**src/sbfae_pkg.sv**
```systemverilog
// ----------------------------------------------------------------------------
// sbfae_pkg
// Shared types, constants and arithmetic steps of the spectral bin
// frequency and amplitude estimator.
// ----------------------------------------------------------------------------
package sbfae_pkg;

   localparam int DEF_MAX_BINS = 4096;

   localparam int SAMPLE_W  = 32;
   localparam int CFG_W     = 13;
   localparam logic [CFG_W-1:0] CFG_RESET = 13'd512;
   localparam int MIN_BINS  = 4;
   localparam int FREQ_W    = 32;
   localparam int AMP_W     = 32;
   localparam int OUT_BIN_W = 12;

   // Operand widths: twice the residue needs 35 bits, shifted magnitudes 31.
   localparam int WIDE_W  = 35;
   localparam int SHR_W   = 2;
   localparam int MAG_W   = 31;
   localparam int PROD_W  = 62;
   localparam int NUM_W   = 65;
   localparam int DEN_W   = 64;
   localparam int REM_W   = 65;
   localparam int QUO_W   = 18;
   localparam int ROOT_W  = 64;
   localparam int AMPN_W  = 36;

   // Sequencer step counts.
   localparam int CNT_W        = 5;
   localparam int MUL_CYCLES   = 5;
   localparam int MUL_TERMS    = 4;
   localparam int DIV_CYCLES   = 18;
   localparam int INT_STEPS    = 2;
   localparam int AMP_CYCLES   = 18;
   localparam int STEPS_PER_CY = 2;

   typedef logic [1:0] kind_type;
   localparam kind_type KIND_ZERO = 2'd0;
   localparam kind_type KIND_NONE = 2'd1;
   localparam kind_type KIND_EST  = 2'd2;

   typedef logic [1:0] term_type;
   localparam term_type TERM_DR_R2 = 2'd0;
   localparam term_type TERM_DI_I2 = 2'd1;
   localparam term_type TERM_R2_R2 = 2'd2;
   localparam term_type TERM_I2_I2 = 2'd3;

   typedef struct packed {
      logic     mul_en;
      term_type mul_sel;
      logic     prep;
      logic     div_step;
      logic     div_first;
      logic     amp_init;
      logic     amp_step;
      logic     out_load;
   } dp_cmd_type;

   typedef struct packed {
      kind_type kind;
      logic     out_free;
   } dp_status_type;

   typedef struct packed {
      logic [ROOT_W-1:0] x;
      logic [ROOT_W-1:0] res;
      logic [ROOT_W-1:0] bit_mask;
   } root_type;

   // One digit of the bitwise integer square root; idle once the mask is spent.
   function automatic root_type root_step(root_type a);
      root_type          r;
      logic [ROOT_W-1:0] t;
      r = a;
      t = a.res + a.bit_mask;
      if (a.bit_mask != '0) begin
         if (a.x >= t) begin
            r.x   = a.x - t;
            r.res = (a.res >> 1) + a.bit_mask;
         end else begin
            r.res = a.res >> 1;
         end
         r.bit_mask = a.bit_mask >> 2;
      end
      return r;
   endfunction

endpackage

```
**src/sbfae_ctrl.sv**
```systemverilog
// ----------------------------------------------------------------------------
// sbfae_ctrl
// Sequencer: multiply, divide/root and amplitude divide phases per bin.
// ----------------------------------------------------------------------------
module sbfae_ctrl (
   input  logic                      clock,
   input  logic                      reset,
   input  logic                      req_accept,
   input  sbfae_pkg::dp_status_type  status,
   output sbfae_pkg::dp_cmd_type     cmd,
   output logic                      busy
);

   localparam logic [2:0] ST_IDLE  = 3'd0;
   localparam logic [2:0] ST_MUL   = 3'd1;
   localparam logic [2:0] ST_PREP  = 3'd2;
   localparam logic [2:0] ST_DIV   = 3'd3;
   localparam logic [2:0] ST_AINIT = 3'd4;
   localparam logic [2:0] ST_AMP   = 3'd5;
   localparam logic [2:0] ST_OUT   = 3'd6;

   logic [2:0]                  state_ff, state_in;
   logic [sbfae_pkg::CNT_W-1:0] cnt_ff, cnt_in;

   always_comb begin
      state_in = state_ff;
      cnt_in   = cnt_ff;
      cmd      = '0;
      unique case (state_ff)
         ST_IDLE: begin
            cnt_in = '0;
            if (req_accept) begin
               unique case (status.kind)
                  sbfae_pkg::KIND_ZERO: state_in = ST_OUT;
                  sbfae_pkg::KIND_EST:  state_in = ST_MUL;
                  default:              state_in = ST_IDLE;
               endcase
            end
         end
         ST_MUL: begin
            cmd.mul_en  = (cnt_ff < sbfae_pkg::CNT_W'(sbfae_pkg::MUL_TERMS));
            cmd.mul_sel = cnt_ff[1:0];
            cnt_in      = cnt_ff + 1'b1;
            if (cnt_ff == sbfae_pkg::CNT_W'(sbfae_pkg::MUL_CYCLES - 1)) begin
               cnt_in   = '0;
               state_in = ST_PREP;
            end
         end
         ST_PREP: begin
            cmd.prep = 1'b1;
            state_in = ST_DIV;
         end
         ST_DIV: begin
            cmd.div_step  = 1'b1;
            cmd.div_first = (cnt_ff < sbfae_pkg::CNT_W'(sbfae_pkg::INT_STEPS));
            cnt_in        = cnt_ff + 1'b1;
            if (cnt_ff == sbfae_pkg::CNT_W'(sbfae_pkg::DIV_CYCLES - 1)) begin
               cnt_in   = '0;
               state_in = ST_AINIT;
            end
         end
         ST_AINIT: begin
            cmd.amp_init = 1'b1;
            state_in     = ST_AMP;
         end
         ST_AMP: begin
            cmd.amp_step = 1'b1;
            cnt_in       = cnt_ff + 1'b1;
            if (cnt_ff == sbfae_pkg::CNT_W'(sbfae_pkg::AMP_CYCLES - 1)) begin
               cnt_in   = '0;
               state_in = ST_OUT;
            end
         end
         ST_OUT: begin
            if (status.out_free) begin
               cmd.out_load = 1'b1;
               state_in     = ST_IDLE;
            end
         end
         default: state_in = ST_IDLE;
      endcase
   end

   assign busy = (state_ff != ST_IDLE);

   always_ff @(posedge clock) begin
      if (reset) begin
         state_ff <= ST_IDLE;
         cnt_ff   <= '0;
      end else begin
         state_ff <= state_in;
         cnt_ff   <= cnt_in;
      end
   end

endmodule

```
**config.mk**
```make
export PLATFORM = sky130hd
export DESIGN_NAME = sbfae_ctrl
export DESIGN_NICKNAME = d
export VERILOG_FILES = /design/src/sbfae_pkg.sv /design/src/sbfae_ctrl.sv
export SDC_FILE = /design/constraint.sdc
export NUM_CORES = 1
export LEC_CHECK = 0
export BUFFER_PORTS_ARGS = -buffer_cell sky130_fd_sc_hd__buf_2
export CORE_AREA = 10 10 47 49
export DETAILED_ROUTE_END_ITERATION = 8
export DIE_AREA = 0 0 57 59
export PLACE_DENSITY = 0.8
export REMOVE_ABC_BUFFERS = 1
export SLEW_MARGIN = 20
export SYNTH_ARGS = -nofsm -noshare
export SYNTH_HDL_FRONTEND = slang
export SYNTH_SLANG_ARGS = --single-unit
```
**constraint.sdc**
```tcl
create_clock -name clock -period 1.8 [get_ports clock]
set_input_delay 0.36 -clock clock [delete_from_list [all_inputs] [get_ports clock]]
set_output_delay 0.36 -clock clock [all_outputs]
set_load 0.02 [all_outputs]
```
==> results.md <==
- Outcome: finished, final reports clean
- Post-synth EDFFs: 0
- H-tree depth: 1
- Die height: 59 µm
- Synthesized flop and latch total: 8
- Initial antenna violation count: 0
- Asr flop ratio synth: 0
- Routed len/inst: 13.17 µm
- Clk slew on worst S/H paths: 0.06 ns
- P_leak: 0.3258 nW
- Root Driver: clkbuf_4
- CP max FO: 7
- Nets: 98
- Fin cells: 103
- Row cnt: 14
- Area contributors post-synth: dfxtp_1 (27%), ha_1 (6.2%), and3_1 (5.2%)
- DRC errors left: 0
- Remaining Overflow, GRT: 0
- CP endpoint kind: output port
- Pwr dens: 1325 nW/µm²
- Total clock sinks: 8
- Hold Crit Class: input port to flop
- Seq/Total Area, Yosys: 0.2656
- Hpwl dp: 1.051 mm
- Iteration-0 DRC Markers: 6
- Fmax: 603.1 MHz
- WL final: 1.357 mm
- Vias in the first global route: 565
- Num CTS Buffers: 3
- Starting density of the core: 0.4304
- Min Tclk post-route: 1.658 ns
- R2R setup slack: 0.15 ns
- Router iterations before antenna repair: 4
- Clk buf depth: 2
- Worst hold slack: 0.3514 ns
- Synth area leader: dfxtp_1
- RePlAce Congestion: 0.8298
- Warning count from the yosys run: 0
- First-pass GRT wire length: 2.297 mm
- Yosys top cell area share: 0.2656
- Worst Path Arrival: 1.30 ns
- Crit share post-route: 0.9212
- Ys flop type: dfxtp_1
- FF-to-FF path depth: 6
- RR Endpoint: cnt_ff[4]
- Cell variety after synth: 35
- Top cells by count, synth: dfxtp_1 (8), nand2_1 (7), and3_1 (5), inv_1 (5), nor2_1 (4)
- Antenna diodes: 0
- FF-to-FF Start: cnt_ff[1]
- Mapped Cells: 70
- Max_cap viols: 0
- Min-Delay Endpoint: state_ff[1]
- Crit Path Class: flop to output port
- Worst setup SP type: flop
- VDD IR-drop max: 0.7774 mV
- Most common cell in the netlist: dfxtp_1
- Core region area: 1401 µm²
- Synth Area per Inst: 8.615 µm²
- Slew at the pin closest to its max-slew limit: 0.5054 ns
- I/O pin total: 16
- Vias post-DR: 568
- GRT Util Overall: 0.08391
- Die X: 57 µm
- Clk_lat worst skew: 0.26 ns
- Post CTS Setup Buffer Count: 0
- Placed insts: 100
- I/O Buffers: 15
- Fin. Hold Viols: 0
- Worst slew margin: 0.6610
- Worst hold stages: 2
- Routed vias/inst: 5.515
- Max Clock Skew: 0.001155 ns
- RSZ-0062 raised after global routing: false
- Startpoint of the worst hold path: reset
- Setup TNS: 0 ns
- Filler cells: 140
- Largest net degree at the start of global routing: 13
- Die area: 3363 µm²
- Max Slew Vio Count: 0
- Post-synthesis cell area: 603.1 µm²
- Layout cell share with drive strength beyond 1: 0.3103
- Post-Route Utilization: 0.5125
- Number of setup violations in the final report: 0
- Antenna-violating nets left: 0
- Area growth, synth to finish: 19.09%
- Worst Path Required: 1.44 ns
- CTS tree: done
- CTS Hold Buffers Added: 0
-- area by class of cell --
cell class	instances	area, µm²	area share
sequential	8	162.7	0.2265
inverter	5	18.77	0.02613
timing repair buffer	16	82.58	0.1150
clock buffer	3	22.52	0.03136
multi-input combinational	55	411.6	0.5732
tap	16	20.02	0.02787
-- critical path: stages (launching register included) --
cell and delay [ns]:
dfxtp_1 0.37, inv_1 0.13, nor4_1 0.32, buf_2 0.22
-- cells by family (layout without fill, tap and decap cells) --
logic type	count (synthesis)	in the layout	synth area share
compound gates	13	13	0.1805
xor+xnor	3	3	0.04358
fa+ha+maj	3	3	0.06225
buf+inv	7	24	0.05187
flops	8	8	0.2656
simple gates	36	36	0.3963
-- layout by cell type, fill, tap and decap left out, drive strengths merged, types with 4 or more instances in the layout --
| cell | instances |
|---|---|
| and3 | 5 |
| buf | 16 |
| dfxtp | 8 |
| inv | 5 |
| nand2 | 7 |
| nand2b | 4 |
| nor2 | 5 |
-- power by group --
part	internal, W	leakage, nW	total [W]	switching [W]
Sequential	0.000218	0.0659	0.000283	0.0000652
Combinational	0.000205	0.246	0.000522	0.000317
Clock	0.0000769	0.0138	0.000147	0.0000698
Total	0.000500	0.326	0.000952	0.000452
-- per-layer routing --
| metal | part of all wire | vias up | GRT usage |
|---|---|---|---|
| met5 | 0 | - | 0 |
| met4 | 0.029 | 0 | 0.06040 |
| met3 | 0.020 | 5 | 0.02575 |
| met2 | 0.48 | 7 | 0.1380 |
| met1 | 0.47 | 263 | 0.08929 |
| li1 | - | 293 | - |
-- how the worst max path moves through the flow --
stage | start | to | slack, ns | depth (start not counted)
6_report | state_ff[0] | cmd[7] | 0.14 | 3
5_1_grt | cnt_ff[1] | cnt_ff[4] | 0.07 | 6
4_1_cts | state_ff[1] | cmd[3] | 0.06 | 3
3_5_place_dp | cnt_ff[1] | cnt_ff[4] | 0.15 | 6
3_3_place_gp | state_ff[1] | cnt_ff[4] | 0.24 | 4
2_1_floorplan | state_ff[0] | cmd[7] | 0.05 | 2
-- metrics by stage --
stage          setup WS, ns  instance area (µm²)   power, W
6_report             0.1418                718.2  0.0009519
5_1_grt             0.07319                718.2   0.001018
4_1_cts             0.06022                715.7  0.0009493
3_5_place_dp         0.1536                693.2  0.0008052
3_3_place_gp         0.2352                693.2  0.0008026
2_1_floorplan       0.04822                590.6  0.0006570
-- registers in the layout (all words and copies together), names as in the netlist --
name and flops:
state_ff 3, cnt_ff 5
-- timing repair --
action                                  CTS  global route
endpoints found under the hold margin     0             0
resized for setup                         0             2
endpoints found under the setup margin    0             2
Power figures use the tool's default switching activity.
